--- src/hw/rtl/gcs_pkg.sv ---
// Shared types and constants of the gantry crane sequencer.
package gcs_pkg;

   localparam int unsigned DriveW = 8;
   localparam int unsigned CfgDriveW = 7;
   localparam int unsigned ArmW = 4;
   localparam int unsigned RotW = 4;
   localparam int unsigned ModeW = 3;
   localparam int unsigned LedCount = 7;
   localparam int unsigned DriveMax = 100;
   localparam int unsigned RotMax = 15;

   localparam logic [ModeW-1:0] MODE_SELECT_X = 3'd0;
   localparam logic [ModeW-1:0] MODE_SELECT_Y = 3'd1;
   localparam logic [ModeW-1:0] MODE_TRAVEL = 3'd2;
   localparam logic [ModeW-1:0] MODE_LIFT = 3'd3;
   localparam logic [ModeW-1:0] MODE_RETURN = 3'd4;
   localparam logic [ModeW-1:0] MODE_FETCH = 3'd5;
   localparam logic [ModeW-1:0] MODE_EMERGENCY = 3'd6;

   localparam logic [1:0] REG_TRAVEL_DRIVE = 2'd0;
   localparam logic [1:0] REG_RETURN_DRIVE = 2'd1;
   localparam logic [1:0] REG_LIFT_DRIVE = 2'd2;
   localparam logic [1:0] REG_ARM_COUNT = 2'd3;

   localparam logic [CfgDriveW-1:0] TRAVEL_DRIVE_RESET = 7'd30;
   localparam logic [CfgDriveW-1:0] RETURN_DRIVE_RESET = 7'd60;
   localparam logic [CfgDriveW-1:0] LIFT_DRIVE_RESET = 7'd60;
   localparam logic [ArmW-1:0] ARM_COUNT_RESET = 4'd2;

   localparam int unsigned L_START = 0;
   localparam int unsigned L_RESET = 1;
   localparam int unsigned L_ENCR = 2;
   localparam int unsigned L_ENCL = 3;
   localparam int unsigned L_ROTX = 4;
   localparam int unsigned L_ROTY = 5;
   localparam int unsigned LevelW = 6;

   typedef struct packed {
      logic start_button;
      logic reset_button;
      logic emergency_stop;
      logic encoder_right;
      logic encoder_left;
      logic limit_x;
      logic limit_y;
      logic z_top_switch;
      logic z_bottom_switch;
      logic rotation_x;
      logic rotation_y;
   } req_type;

   typedef struct packed {
      logic [ModeW-1:0] mode;
      logic signed [DriveW-1:0] drive_x;
      logic signed [DriveW-1:0] drive_y;
      logic signed [DriveW-1:0] drive_z;
      logic [LedCount-1:0] x_led_mask;
      logic [LedCount-1:0] y_led_mask;
      logic relay_on;
   } rsp_type;

endpackage

--- src/hw/rtl/gantry_crane_sequencer.sv ---
// Top level of the gantry crane sequencer: input register, sequencer logic and result register.

// Each transaction is one debounced pin sample; the block returns exactly one result transaction
// for it, through the input register and then the result register. A new sample is taken in
// every cycle while results are taken: the sample sits in an input register, the mode logic
// decides it in one pass and writes the result register and the crane state together, so the
// sustained rate is one transaction per cycle, limited only by how fast results are taken.
module gantry_crane_sequencer
   import gcs_pkg::*;
#(
   parameter int unsigned POSITIONS = 7
) (
   input  logic         clock,
   input  logic         reset,
   input  logic         req_valid,
   output logic         req_ready,
   input  req_type      req_data,
   output logic         rsp_valid,
   input  logic         rsp_ready,
   output rsp_type      rsp_data,
   input  logic         psel,
   input  logic         penable,
   input  logic         pwrite,
   input  logic [3:0]   paddr,
   input  logic [31:0]  pwdata,
   output logic [31:0]  prdata,
   output logic         pready
);

   localparam int unsigned PosW = $clog2(POSITIONS);
   localparam logic [PosW-1:0] PosLast = PosW'(POSITIONS - 1);

   logic [CfgDriveW-1:0] travel_drive_ff, return_drive_ff, lift_drive_ff;
   logic [ArmW-1:0] arm_count_ff;

   logic in_valid_ff;
   req_type in_data_ff;
   logic out_valid_ff;
   rsp_type out_data_ff;
   logic advance;

   logic [ModeW-1:0] mode_ff, mode_in;
   logic [PosW-1:0] x_target_ff, x_target_in, y_target_ff, y_target_in;
   logic [RotW-1:0] rot_x_ff, rot_x_in, rot_y_ff, rot_y_in;
   logic xdone_ff, xdone_in, ydone_ff, ydone_in, xarm_ff, xarm_in;
   logic yarm_ff, yarm_in, zarm_ff, zarm_in, yled_ff, yled_in;
   logic signed [DriveW-1:0] dx_ff, dx_in, dy_ff, dy_in, dz_ff, dz_in;
   logic relay_ff, relay_in;
   logic [LevelW-1:0] prev_ff, now_levels, clicks;
   rsp_type out_data_in;

   function automatic logic signed [DriveW-1:0] sat_drive(input logic [CfgDriveW-1:0] v);
      logic [CfgDriveW-1:0] s;
      s = (v > CfgDriveW'(DriveMax)) ? CfgDriveW'(DriveMax) : v;
      return signed'({1'b0, s});
   endfunction

   function automatic logic [PosW-1:0] move_pos(input logic [PosW-1:0] p, input logic up,
                                                input logic down);
      logic [PosW:0] inc;
      logic [PosW-1:0] r;
      inc = {1'b0, p} + (PosW+1)'(1);
      r = p;
      if (up && !down) begin
         r = (inc >= (PosW+1)'(POSITIONS)) ? '0 : inc[PosW-1:0];
      end else if (down && !up) begin
         r = (p == '0) ? PosLast : p - PosW'(1);
      end
      return r;
   endfunction

   function automatic logic [LedCount-1:0] led_mask(input logic [PosW-1:0] p);
      logic [LedCount-1:0] m;
      for (int i = 0; i < LedCount; i++) begin
         m[i] = (int'(p) == i);
      end
      return m;
   endfunction

   // Configuration registers.
   assign pready = 1'b1;

   always_ff @(posedge clock) begin
      if (reset) begin
         travel_drive_ff <= TRAVEL_DRIVE_RESET;
         return_drive_ff <= RETURN_DRIVE_RESET;
         lift_drive_ff <= LIFT_DRIVE_RESET;
         arm_count_ff <= ARM_COUNT_RESET;
      end else if (psel && penable && pwrite && pready) begin
         case (paddr[3:2])
            REG_TRAVEL_DRIVE: travel_drive_ff <= pwdata[CfgDriveW-1:0];
            REG_RETURN_DRIVE: return_drive_ff <= pwdata[CfgDriveW-1:0];
            REG_LIFT_DRIVE: lift_drive_ff <= pwdata[CfgDriveW-1:0];
            REG_ARM_COUNT: arm_count_ff <= pwdata[ArmW-1:0];
            default: ;
         endcase
      end
   end

   always_comb begin
      case (paddr[3:2])
         REG_TRAVEL_DRIVE: prdata = 32'(travel_drive_ff);
         REG_RETURN_DRIVE: prdata = 32'(return_drive_ff);
         REG_LIFT_DRIVE: prdata = 32'(lift_drive_ff);
         REG_ARM_COUNT: prdata = 32'(arm_count_ff);
         default: prdata = '0;
      endcase
   end

   // Handshake and pipeline registers.
   assign advance = in_valid_ff && (!out_valid_ff || rsp_ready);
   assign req_ready = !in_valid_ff || advance;
   assign rsp_valid = out_valid_ff;
   assign rsp_data = out_data_ff;

   always_ff @(posedge clock) begin
      if (reset) begin
         in_valid_ff <= 1'b0;
         out_valid_ff <= 1'b0;
      end else begin
         if (req_ready) begin
            in_valid_ff <= req_valid;
         end
         if (advance) begin
            out_valid_ff <= 1'b1;
         end else if (rsp_ready) begin
            out_valid_ff <= 1'b0;
         end
      end
   end

   always_ff @(posedge clock) begin
      if (req_valid && req_ready) begin
         in_data_ff <= req_data;
      end
      if (advance) begin
         out_data_ff <= out_data_in;
      end
   end

   // Sequencer logic for the sample in the input register.
   always_comb begin
      logic signed [DriveW-1:0] lift;
      logic signed [DriveW-1:0] ret;
      logic estop;
      lift = sat_drive(lift_drive_ff);
      ret = -sat_drive(return_drive_ff);
      estop = in_data_ff.emergency_stop;

      now_levels = '0;
      now_levels[L_START] = in_data_ff.start_button;
      now_levels[L_RESET] = in_data_ff.reset_button;
      now_levels[L_ENCR] = in_data_ff.encoder_right;
      now_levels[L_ENCL] = in_data_ff.encoder_left;
      now_levels[L_ROTX] = in_data_ff.rotation_x;
      now_levels[L_ROTY] = in_data_ff.rotation_y;
      clicks = prev_ff & ~now_levels;

      mode_in = estop ? MODE_EMERGENCY : mode_ff;
      x_target_in = x_target_ff;
      y_target_in = y_target_ff;
      rot_x_in = rot_x_ff;
      rot_y_in = rot_y_ff;
      xdone_in = xdone_ff;
      ydone_in = ydone_ff;
      xarm_in = xarm_ff;
      yarm_in = yarm_ff;
      zarm_in = zarm_ff;
      yled_in = yled_ff;
      dx_in = dx_ff;
      dy_in = dy_ff;
      dz_in = dz_ff;
      relay_in = relay_ff;

      case (mode_in)
         MODE_SELECT_X: begin
            dx_in = '0;
            dy_in = '0;
            dz_in = '0;
            x_target_in = move_pos(x_target_ff, clicks[L_ENCR], clicks[L_ENCL]);
            if (clicks[L_START]) begin
               mode_in = MODE_SELECT_Y;
            end
         end
         MODE_SELECT_Y: begin
            y_target_in = move_pos(y_target_ff, clicks[L_ENCR], clicks[L_ENCL]);
            yled_in = 1'b1;
            if (clicks[L_START]) begin
               dx_in = sat_drive(travel_drive_ff);
               dy_in = sat_drive(travel_drive_ff);
               rot_x_in = '0;
               rot_y_in = '0;
               xdone_in = 1'b0;
               ydone_in = 1'b0;
               xarm_in = 1'b0;
               yarm_in = 1'b0;
               zarm_in = 1'b0;
               mode_in = MODE_TRAVEL;
            end
            if (clicks[L_RESET]) begin
               mode_in = MODE_SELECT_X;
            end
         end
         MODE_TRAVEL: begin
            if (clicks[L_ROTX] && rot_x_ff < RotW'(RotMax)) begin
               rot_x_in = rot_x_ff + RotW'(1);
            end
            if (clicks[L_ROTY] && rot_y_ff < RotW'(RotMax)) begin
               rot_y_in = rot_y_ff + RotW'(1);
            end
            if (RotW'(x_target_ff) == rot_x_in) begin
               dx_in = '0;
               xdone_in = 1'b1;
            end
            if (RotW'(y_target_ff) == rot_y_in) begin
               dy_in = '0;
               ydone_in = 1'b1;
            end
            if (rot_x_in == arm_count_ff) begin
               xarm_in = 1'b1;
            end
            if (rot_y_in == arm_count_ff) begin
               yarm_in = 1'b1;
            end
            if (in_data_ff.limit_x && xarm_in) begin
               dx_in = '0;
               xarm_in = 1'b0;
            end
            if (in_data_ff.limit_y && yarm_in) begin
               dy_in = '0;
               yarm_in = 1'b0;
            end
            if (clicks[L_RESET]) begin
               dx_in = ret;
               dy_in = ret;
               rot_x_in = '0;
               rot_y_in = '0;
               xdone_in = 1'b0;
               ydone_in = 1'b0;
               xarm_in = 1'b0;
               yarm_in = 1'b0;
               zarm_in = 1'b0;
               mode_in = MODE_RETURN;
            end
            if (xdone_in && ydone_in) begin
               dz_in = lift;
               mode_in = MODE_LIFT;
            end
         end
         MODE_LIFT: begin
            if (in_data_ff.z_bottom_switch) begin
               zarm_in = 1'b1;
               dz_in = -lift;
            end
            if (zarm_in && in_data_ff.z_top_switch) begin
               dz_in = '0;
               dx_in = ret;
               dy_in = ret;
               rot_x_in = '0;
               rot_y_in = '0;
               xdone_in = 1'b0;
               ydone_in = 1'b0;
               xarm_in = 1'b0;
               yarm_in = 1'b0;
               zarm_in = 1'b0;
               mode_in = MODE_RETURN;
            end
         end
         MODE_RETURN: begin
            if (in_data_ff.limit_x) begin
               dx_in = '0;
               xarm_in = 1'b1;
            end
            if (in_data_ff.limit_y) begin
               dy_in = '0;
               yarm_in = 1'b1;
            end
            if (xarm_in && yarm_in) begin
               xarm_in = 1'b0;
               yarm_in = 1'b0;
               dz_in = lift;
               mode_in = MODE_FETCH;
            end
         end
         MODE_FETCH: begin
            if (in_data_ff.z_bottom_switch) begin
               relay_in = 1'b1;
               zarm_in = 1'b1;
               dz_in = -lift;
            end
            if (zarm_in && in_data_ff.z_top_switch) begin
               dz_in = '0;
               zarm_in = 1'b0;
               mode_in = MODE_SELECT_X;
            end
         end
         default: begin
            relay_in = 1'b1;
            if (!estop) begin
               relay_in = 1'b0;
               mode_in = MODE_SELECT_X;
            end
         end
      endcase

      out_data_in.mode = mode_in;
      out_data_in.drive_x = dx_in;
      out_data_in.drive_y = dy_in;
      out_data_in.drive_z = dz_in;
      out_data_in.x_led_mask = led_mask(x_target_in);
      out_data_in.y_led_mask = yled_in ? led_mask(y_target_in) : '0;
      out_data_in.relay_on = relay_in;
   end

   always_ff @(posedge clock) begin
      if (reset) begin
         mode_ff <= MODE_SELECT_X;
         x_target_ff <= '0;
         y_target_ff <= '0;
         rot_x_ff <= '0;
         rot_y_ff <= '0;
         xdone_ff <= 1'b0;
         ydone_ff <= 1'b0;
         xarm_ff <= 1'b0;
         yarm_ff <= 1'b0;
         zarm_ff <= 1'b0;
         yled_ff <= 1'b0;
         dx_ff <= '0;
         dy_ff <= '0;
         dz_ff <= '0;
         relay_ff <= 1'b0;
         prev_ff <= '0;
      end else if (advance) begin
         mode_ff <= mode_in;
         x_target_ff <= x_target_in;
         y_target_ff <= y_target_in;
         rot_x_ff <= rot_x_in;
         rot_y_ff <= rot_y_in;
         xdone_ff <= xdone_in;
         ydone_ff <= ydone_in;
         xarm_ff <= xarm_in;
         yarm_ff <= yarm_in;
         zarm_ff <= zarm_in;
         yled_ff <= yled_in;
         dx_ff <= dx_in;
         dy_ff <= dy_in;
         dz_ff <= dz_in;
         relay_ff <= relay_in;
         prev_ff <= now_levels;
      end
   end

   // An emergency stop in a sample always yields an emergency result.
   assert property (@(posedge clock) disable iff (reset)
      advance && in_data_ff.emergency_stop |=> out_data_ff.mode == MODE_EMERGENCY)
      else $error("emergency stop did not force the emergency mode");

   // The LED rows show at most one position.
   assert property (@(posedge clock) disable iff (reset)
      rsp_valid |-> $onehot0(rsp_data.x_led_mask) && $onehot0(rsp_data.y_led_mask))
      else $error("LED mask has more than one bit set");

   // Drives stay within full scale in both directions.
   assert property (@(posedge clock) disable iff (reset)
      rsp_valid |-> rsp_data.drive_x <= 8'sd100 && rsp_data.drive_x >= -8'sd100
                 && rsp_data.drive_y <= 8'sd100 && rsp_data.drive_y >= -8'sd100
                 && rsp_data.drive_z <= 8'sd100 && rsp_data.drive_z >= -8'sd100)
      else $error("drive out of range");

   // A processed sample always produces a valid result in the result register.
   assert property (@(posedge clock) disable iff (reset)
      advance |=> rsp_valid)
      else $error("processed sample produced no result");

endmodule
--- config.mk ---
export PLATFORM = sky130hd
export DESIGN_NAME = gantry_crane_sequencer
export DESIGN_NICKNAME = d
export VERILOG_FILES = /design/src/hw/rtl/gcs_pkg.sv /design/src/hw/rtl/gantry_crane_sequencer.sv
export SDC_FILE = /design/constraint.sdc
export NUM_CORES = 1
export LEC_CHECK = 0
export BUFFER_PORTS_ARGS = -buffer_cell sky130_fd_sc_hd__buf_2
export CORE_MARGIN = 8
export CORE_UTILIZATION = 45
export DETAILED_ROUTE_END_ITERATION = 16
export HOLD_SLACK_MARGIN = 0.03
export PLACE_DENSITY = 0.66
export SETUP_SLACK_MARGIN = 0.5
export SLEW_MARGIN = 40
export SYNTH_ARGS = -nofsm -noshare
export SYNTH_HDL_FRONTEND = slang
export SYNTH_SLANG_ARGS = --single-unit
--- constraint.sdc ---
create_clock -name clock -period 9.3 [get_ports clock]
set_input_delay 0.465 -clock clock [delete_from_list [all_inputs] [get_ports clock]]
set_output_delay 0.465 -clock clock [all_outputs]
set_load 0.01 [all_outputs]
==> results of run 1 <==
[where the power goes]
group	total [mW]	switching, mW	internal [mW]
clock	0.731	0.276	0.455
combinational	0.166	0.107	0.0586
sequential	0.652	0.0199	0.632
total	1.55	0.403	1.15
[final cells by class]
type | instances | area (sq um) | area share, %
clock inverter | 15 | 215 | 2.41
clock buffer | 17 | 425 | 4.76
multi-input combinational | 696 | 4240 | 47.4
tap | 225 | 282 | 3.15
sequential | 134 | 3210 | 36.0
inverter | 30 | 113 | 1.26
timing repair buffer | 85 | 453 | 5.07
[layer usage]
| metal | track usage, % | up-vias | wire length, um |
|---|---|---|---|
| li1 | - | 3378 | - |
| met1 | 25.6 | 3201 | 9920 |
| met2 | 28.4 | 221 | 9060 |
| met3 | 4.38 | 22 | 1380 |
| met4 | 5.30 | 0 | 257 |
| met5 | 0 | - | 0 |
[stage by stage]
step	setup slack (ns)	power [mW]	utilization (%)
2_1_floorplan	6.19	0.786	-
3_3_place_gp	5.87	0.826	48.2
3_5_place_dp	6.04	0.828	48.2
4_1_cts	6.18	1.56	52.0
5_1_grt	6.07	1.61	52.0
6_report	6.32	1.55	52.0
[how the worst min path moves through the flow]
stage / slack [ns] / to / start
4_1_cts: 0.19 / in_data_ff[3]$_DFFE_PP_ / req_data[3]
2_1_floorplan: 0.44 / dy_ff[7]$_SDFFE_PP0P_ / dy_ff[7]$_SDFFE_PP0P_
6_report: 0.21 / in_data_ff[2]$_DFFE_PP_ / req_data[2]
3_3_place_gp: 0.45 / dy_ff[7]$_SDFFE_PP0P_ / dy_ff[7]$_SDFFE_PP0P_
5_1_grt: 0.19 / in_data_ff[4]$_DFFE_PP_ / req_data[4]
3_5_place_dp: 0.46 / prev_ff[3]$_SDFFE_PP0P_ / prev_ff[3]$_SDFFE_PP0P_
[critical path, cell delays in order (launching register included)]
cell,delay (ns)
sky130_fd_sc_hd__dfxtp_1,0.51
sky130_fd_sc_hd__ha_1,0.27
sky130_fd_sc_hd__nand3b_1,0.19
sky130_fd_sc_hd__mux2i_1,0.26
sky130_fd_sc_hd__xnor2_1,0.12
sky130_fd_sc_hd__o41ai_1,0.51
sky130_fd_sc_hd__a211oi_1,0.14
sky130_fd_sc_hd__buf_4,0.19
sky130_fd_sc_hd__nor3_1,0.31
sky130_fd_sc_hd__o21ai_0,0.17
[synth_stat cells, drive strengths merged, types with 4 or more instances]
| master | instances |
|---|---|
| mux2i | 23 |
| o211ai | 6 |
| xor2 | 10 |
| dfxtp | 81 |
| xnor2 | 11 |
| nand2b | 19 |
| a21o | 9 |
| buf | 42 |
| o21bai | 6 |
| inv | 30 |
| a211oi | 17 |
| and3 | 11 |
| o21ai | 59 |
| a211o | 7 |
| a311oi | 5 |
| a21oi | 78 |
| o21a | 9 |
| o221ai | 4 |
| and2 | 7 |
| a31oi | 17 |
| ha | 11 |
| or2 | 8 |
| nand3b | 9 |
| nand2 | 101 |
| nor3 | 28 |
| a221oi | 4 |
| edfxtp | 53 |
| nor4 | 5 |
| o22ai | 8 |
| nor2b | 14 |
| nor3b | 5 |
| mux4 | 4 |
| nand3 | 27 |
| clkbuf | 31 |
| nor2 | 87 |
[state kept, by name (all words and copies together) (netlist names), 6 cells and up]
name             flops
rsp_data            42
in_data_ff          11
dx_ff                8
dy_ff                8
dz_ff                8
lift_drive_ff        7
return_drive_ff      7
travel_drive_ff      7
prev_ff              6
[kinds of logic (layout without fill, tap and decap cells)]
group / count (synthesis) / count (layout) / synth area share [%]
other cells: 2 / 26 / 0.0955
xor+xnor: 21 / 21 / 2.34
flops: 134 / 134 / 40.9
compound gates: 270 / 270 / 22.6
mux: 28 / 28 / 4.38
fa+ha+maj: 11 / 11 / 1.75
simple gates: 340 / 340 / 21.5
buf+inv: 103 / 147 / 6.53
==> run summary, run 1 <==
The share of async-settable or async-resettable flops after synthesis came out at 0%. The flow ran to the end, and the final reports show no timing, DRC or antenna violations. For this run, the number of Yosys warnings is 0. The clock sink count came out at 134. The routed wirelength normalized by instance count came out at 17.2 um. Entering global routing, the biggest net connects 90 pins. The logs give 0 for the number of setup buffers added after CTS and 0 for the remaining global-route overflow.

For the required time of the critical path, the log shows 9.42 ns. Summed over all nets, the half-perimeter wirelength after detailed placement is 14.4 mm. The setup-violating endpoint count in the final report is 0, and the actual transition at the worst max-transition pin is 0.778 ns.

For the cell area after layout, the log shows 8940 sq um. The final standard cell count with taps included and fillers excluded was 1202. The final period demand of the worst path works out to 2.98 ns. The launch point of the critical path is rot_x_ff[0]$_SDFFE_PP0P_. The most critical setup path has its endpoint at rsp_data[38]$_DFFE_PP_. The critical path endpoint category is a register. The tools report the clock buffer count from CTS as 17. The min-delay analysis places its worst path in the category input port to register.

After detailed routing, the number of remaining DRC violations is 0. From synthesis to final layout, the design area changed by 13.7%. In the post-synthesis netlist, the biggest area contributors are sky130_fd_sc_hd__dfxtp_1 (21%), sky130_fd_sc_hd__edfxtp_1 (20%), sky130_fd_sc_hd__a21oi_1 (4.8%). The logs give 6398 for the via count of the first global-routing pass and 0 for the final hold violation count.

Launch point of the worst reg-to-reg path: rot_x_ff[0]$_SDFFE_PP0P_. In this run the static leakage power is 3.32 nW. After synthesis the netlist holds a flip-flop and latch count of 134. The overall global routing resource usage is 18.6%. Counting tap cells, the placed design contains a total of 1170 instances. The share of the Yosys chip area taken by registers is 40.9%. The post-route netlist has 15.7% of its cells at a drive strength greater than 1. For the number of DRC markers in iteration 0, the log shows 527. The share of the synthesized area in the top cell type is 20.6%. Summing all placed instances gives a cell area of 8280 sq um. The number of placed I/O pins is 131, and the post-synthesis cell area is 7860 sq um. For this block, the via count after detailed routing is 6822. The number of antenna violations at the first check in global routing came out at 0. The maximum fanout along the worst path is 8. The top cell types in the final layout, fill and taps aside, are sky130_fd_sc_hd__nand2_1 (101), sky130_fd_sc_hd__nor2_1 (85), sky130_fd_sc_hd__dfxtp_1 (81).

Maximum vdd drop: 0.125 mV. Final hold analysis gives a worst-case slack of 0.210 ns. Yosys mapped the design onto 85 distinct sky130hd cell types. The total area inside the core boundary comes to 17200 sq um.

The H-tree generated during clock tree synthesis spans 4 levels. Across the routed clock network, the largest skew measured is 0.00774 ns. The arrival time reported for the critical path endpoint is 3.10 ns, and the areal power density over the cells is 173 nW/um^2.

Dividing the final minimum period by the clock period gives 32.0%. The clock passes through at most 2 buffers. The predominant post-synthesis flop cell was sky130_fd_sc_hd__dfxtp_1. Input and output buffers added on the ports amount to 77. Setup repair after global routing left no endpoint under its margin. The count of nets left with antenna violations once routing finished came out at 0. The tools report the count of instances resized after the clock tree is built as 0. The final-report max-slew violation count was 0; the first-pass iteration count of the detailed router was 6. The maximum operating frequency was 336 MHz.

Leaving out fill and tap cells, the most frequent cell in the layout is sky130_fd_sc_hd__nand2_1. After routing, the total negative slack on setup checks comes to 0 ns. The initial utilization of the core area, before any placement, comes to 45.8%. The cell count after synthesis came out at 909. The worst hold path cell count was 1. The antenna cell count is 0, and the die extent in x is 148 um.

The die is 148 um tall. In this run the register-to-register setup slack is 6.32 ns. In the final design database the tool counted 1029 nets. The clock root buffer is sky130_fd_sc_hd__clkbuf_16. Yosys mapped a number of flops with a built-in enable equal to 53. The worst reg-to-reg path cell count works out to 9. In this run the core area contains 48 standard-cell rows.

The mean post-synth cell area is 8.65 sq um, and the latest clock arrival within the worst-skew pair is 0.43 ns. The die covers 22000 sq um. The reg-to-reg endpoint is rsp_data[38]$_DFFE_PP_. The tools report the max-cap check violation count as 0. The tools report the tightest slew margin relative to the limit as 47.4%. The tools report the filler cell count as 1671. The final weighted congestion in routability-driven placement came out at 0.890. Buffers inserted to repair hold after CTS numbered 0. The sort of element at the start of the critical path was a register. After detailed routing, the number of vias per cell comes to 5.68.

The first global-routing pass estimated 32.9 mm of wire. TritonCTS built the clock tree. For the detailed-route wire length, the log shows 20.6 mm.

The largest total area in the synthesized netlist belongs to sky130_fd_sc_hd__dfxtp_1. The clock-pin slew on the worst setup and hold paths is 0.06 ns. Category of the most critical setup path: register to register.
Power figures use the tool's default switching activity.
==> inputs of run 2 (changes only) <==
clock period = 2.9 ns   (was 9.3 ns; I/O delays follow)
==> run summary, run 2 (same netlist as run 1, synthesis figures left out) <==
For the worst-skew pair, the clock arrives at the later sink with an insertion delay of 0.42 ns. The logs give 3.07 ns for the required time of the critical path and 3.72 nW for the static power due to leakage. The number of antenna violations at the first check in global routing was 0; the portion of the clock cycle consumed by the worst path in the final layout was 86.2%. Worst clock skew on the final layout: 0.00975 ns.

In this run the core area contains 48 standard-cell rows. Cells with a size suffix above 1 make up 23.5% of the layout. In this design, the stage delay of the slowest critical-path cell is 0.44 ns. In this run the critical register-to-register path is captured at rsp_data[21]$_DFFE_PP_. The detailed-route wire length is 22.7 mm.

Across the VDD grid, the largest voltage drop is 0.471 mV. The critical path goes through buf_4, nand3_2, nor3_4, a2111oi_4, a2bb2oi_4, buf_12, o221ai_4, or3b_4, o221a_4. The average via count per standard cell works out to 5.79.

No sink is reached through more buffers than the 2 on the longest clock path. The actual transition at the worst max-transition pin came out at 0.771 ns. The pre-antenna-repair detailed-routing pass consisted of 5 iterations. The tools report the antenna cell count as 0. The critical path is of the register to register type.

The die covers 22000 sq um. The worst hold path cell count works out to 2. The library cell used most frequently in the layout, excluding fill and tap cells, is sky130_fd_sc_hd__nand2_1. Max-cap violations in this run came to 0. Summing all placed instances gives a cell area of 8520 sq um.

Relative to the synthesized area, the layout overhead comes to 25.1%. The logs give 687 for the number of DRC markers in iteration 0 and 4 for the number of levels the H-tree was split into. The tools report the startpoint of the most critical hold path as reset. The die extent in x is 148 um. The routed design could run at a clock period as short as 2.50 ns.

Measured along the y axis, the die boundary spans 148 um. After detailed routing, the average wire length per cell comes to 17.9 um. The kind of path behind the tightest hold check was input port to register. The net count of the finished layout is 1097. The worst register-to-register path begins at rot_x_ff[0]$_SDFFE_PP0P_. In this run, CTS created clock tree buffers numbering 17. For the worst flop-to-flop path, the logic depth is 9. For this run, the total global-route usage over all layers was measured as 20.2%. The filler cell count is 1576, and the setup-violating endpoint count in the final report is 0. The via count of the first global-routing pass is 6794.

The clock net in this run drives a total of 134 sinks. The logs give 0 for the final-report max-slew violation count and 0 ns for the total negative setup slack. The logs give 17200 sq um for the total core area and 0 for the remaining global-route overflow. The first global-routing pass estimated 35.6 mm of wire. TritonCTS built the clock tree.

The tools report the launch point of the critical path as rot_x_ff[0]$_SDFFE_PP0P_. In this run the tightest slew margin relative to its limit is 48.2%. The run finished with clean final reports. Entering global routing, the biggest net connects 89 pins. For the final standard cell utilization of the core, the log shows 57.2%.

Critical path endpoint category: a register. The largest register by flop count is rsp_data. The final weighted congestion in routability-driven placement was 0.891.

The final hold violation count was 0. In the final layout, the registers with the most flip-flops are rsp_data x42, in_data_ff x11. The tools report the number of placed I/O pins as 131. Setup repair after global routing could not meet its margin everywhere. Timing would allow up to 400 MHz. The top cell types in the final layout, fill and taps aside, are sky130_fd_sc_hd__nand2_1 (100), sky130_fd_sc_hd__nor2_1 (86), sky130_fd_sc_hd__buf_2 (77).

The setup check on the worst reg-to-reg path leaves a slack of 0.40 ns. Across all layers, the routed design uses 7349 vias. Summed over all nets, the half-perimeter wirelength after detailed placement is 15.3 mm. The flip-flop count of the largest register, all copies and words added was 42; the number of nets with antenna violations after routing was 0. After detailed routing, the number of remaining DRC violations is 0. During placement, the flow inserted port buffers numbering 77.

The clock-pin slew on the worst setup and hold paths works out to 0.06 ns. The worst setup path is launched from a register. Data arrives at the worst endpoint at 2.67 ns. The areal power density over the cells was 498 nW/um^2. The initial standard-cell utilization of the core is 45.8%, and the cell area after layout is 9830 sq um. The path with the worst hold slack has its endpoint at return_drive_ff[1]$_SDFFE_PP0P_. The tools report the clock root buffer as sky130_fd_sc_hd__clkbuf_16. The maximum fanout along the worst path is 7. On the critical path, the stage with the largest delay is an instance of sky130_fd_sc_hd__or3b_4.
-- run 2: area by class of cell --
cell class / count / area [sq um] / share of cell area, %
clock buffers: 21 / 483 / 4.91
inverters: 30 / 113 / 1.15
multi-input cells: 699 / 4600 / 46.8
clock inverters: 11 / 96.3 / 0.980
repair buffers: 150 / 1030 / 10.5
well taps: 225 / 282 / 2.86
flip-flops and latches: 134 / 3220 / 32.8
-- run 2: how the worst max path moves through the flow --
stage | slack (ns) | cells after the start | end
CTS | 0.46 | 9 | rsp_data[21]$_DFFE_PP_
global placement | 0.22 | 8 | rsp_data[38]$_DFFE_PP_
floorplan | 0.52 | 9 | rsp_data[18]$_DFFE_PP_
finish | 0.40 | 9 | rsp_data[21]$_DFFE_PP_
global route | 0.33 | 9 | rsp_data[21]$_DFFE_PP_
detailed placement | 0.11 | 8 | rsp_data[38]$_DFFE_PP_
-- run 2: per-stage QoR --
stage               hold slack [ns]  power [mW]  std cells  setup WS, ns
detailed placement            0.323        2.68       1200         0.115
finish                        0.163        4.90       1270         0.401
floorplan                     0.244        2.52        933         0.518
CTS                           0.139        4.88       1266         0.459
global placement              0.322        2.67       1200         0.221
global route                  0.172        5.08       1270         0.327
-- run 2: power by group --
part	internal (mW)	switching, mW
Sequential	2.03	0.0478
Clock	1.28	0.838
Combinational	0.285	0.420
Total	3.59	1.31
-- run 2: worst max-delay path, delay by kind of cell, from the launching register on --
kind | cells | cell delay, ns
DFF | 1 | 0.38
and+or+nand+nor | 3 | 0.84
AOI/OAI and AO/OA | 4 | 0.68
buffers and inverters | 2 | 0.34
-- run 2: repair_timing --
| item | in CTS | in global routing |
|---|---|---|
| pin swaps | 10 | 20 |
| buffers inserted | 11 | 4 |
| hold endpoints to repair | 32 | 0 |
| gates resized for setup | 35 | 52 |
| setup endpoints to repair | 50 | 58 |
| hold buffers | 20 | 0 |
| cloned | 3 | 0 |
-- run 2: per-layer routing --
metal / global-route usage (%) / wire length [um] / part of all wire (%)
met3: 4.56 / 1680 / 7.4
met5: 0 / 0 / 0
met1: 27.3 / 10200 / 45
met2: 30.8 / 10400 / 46
met4: 7.45 / 522 / 2.3
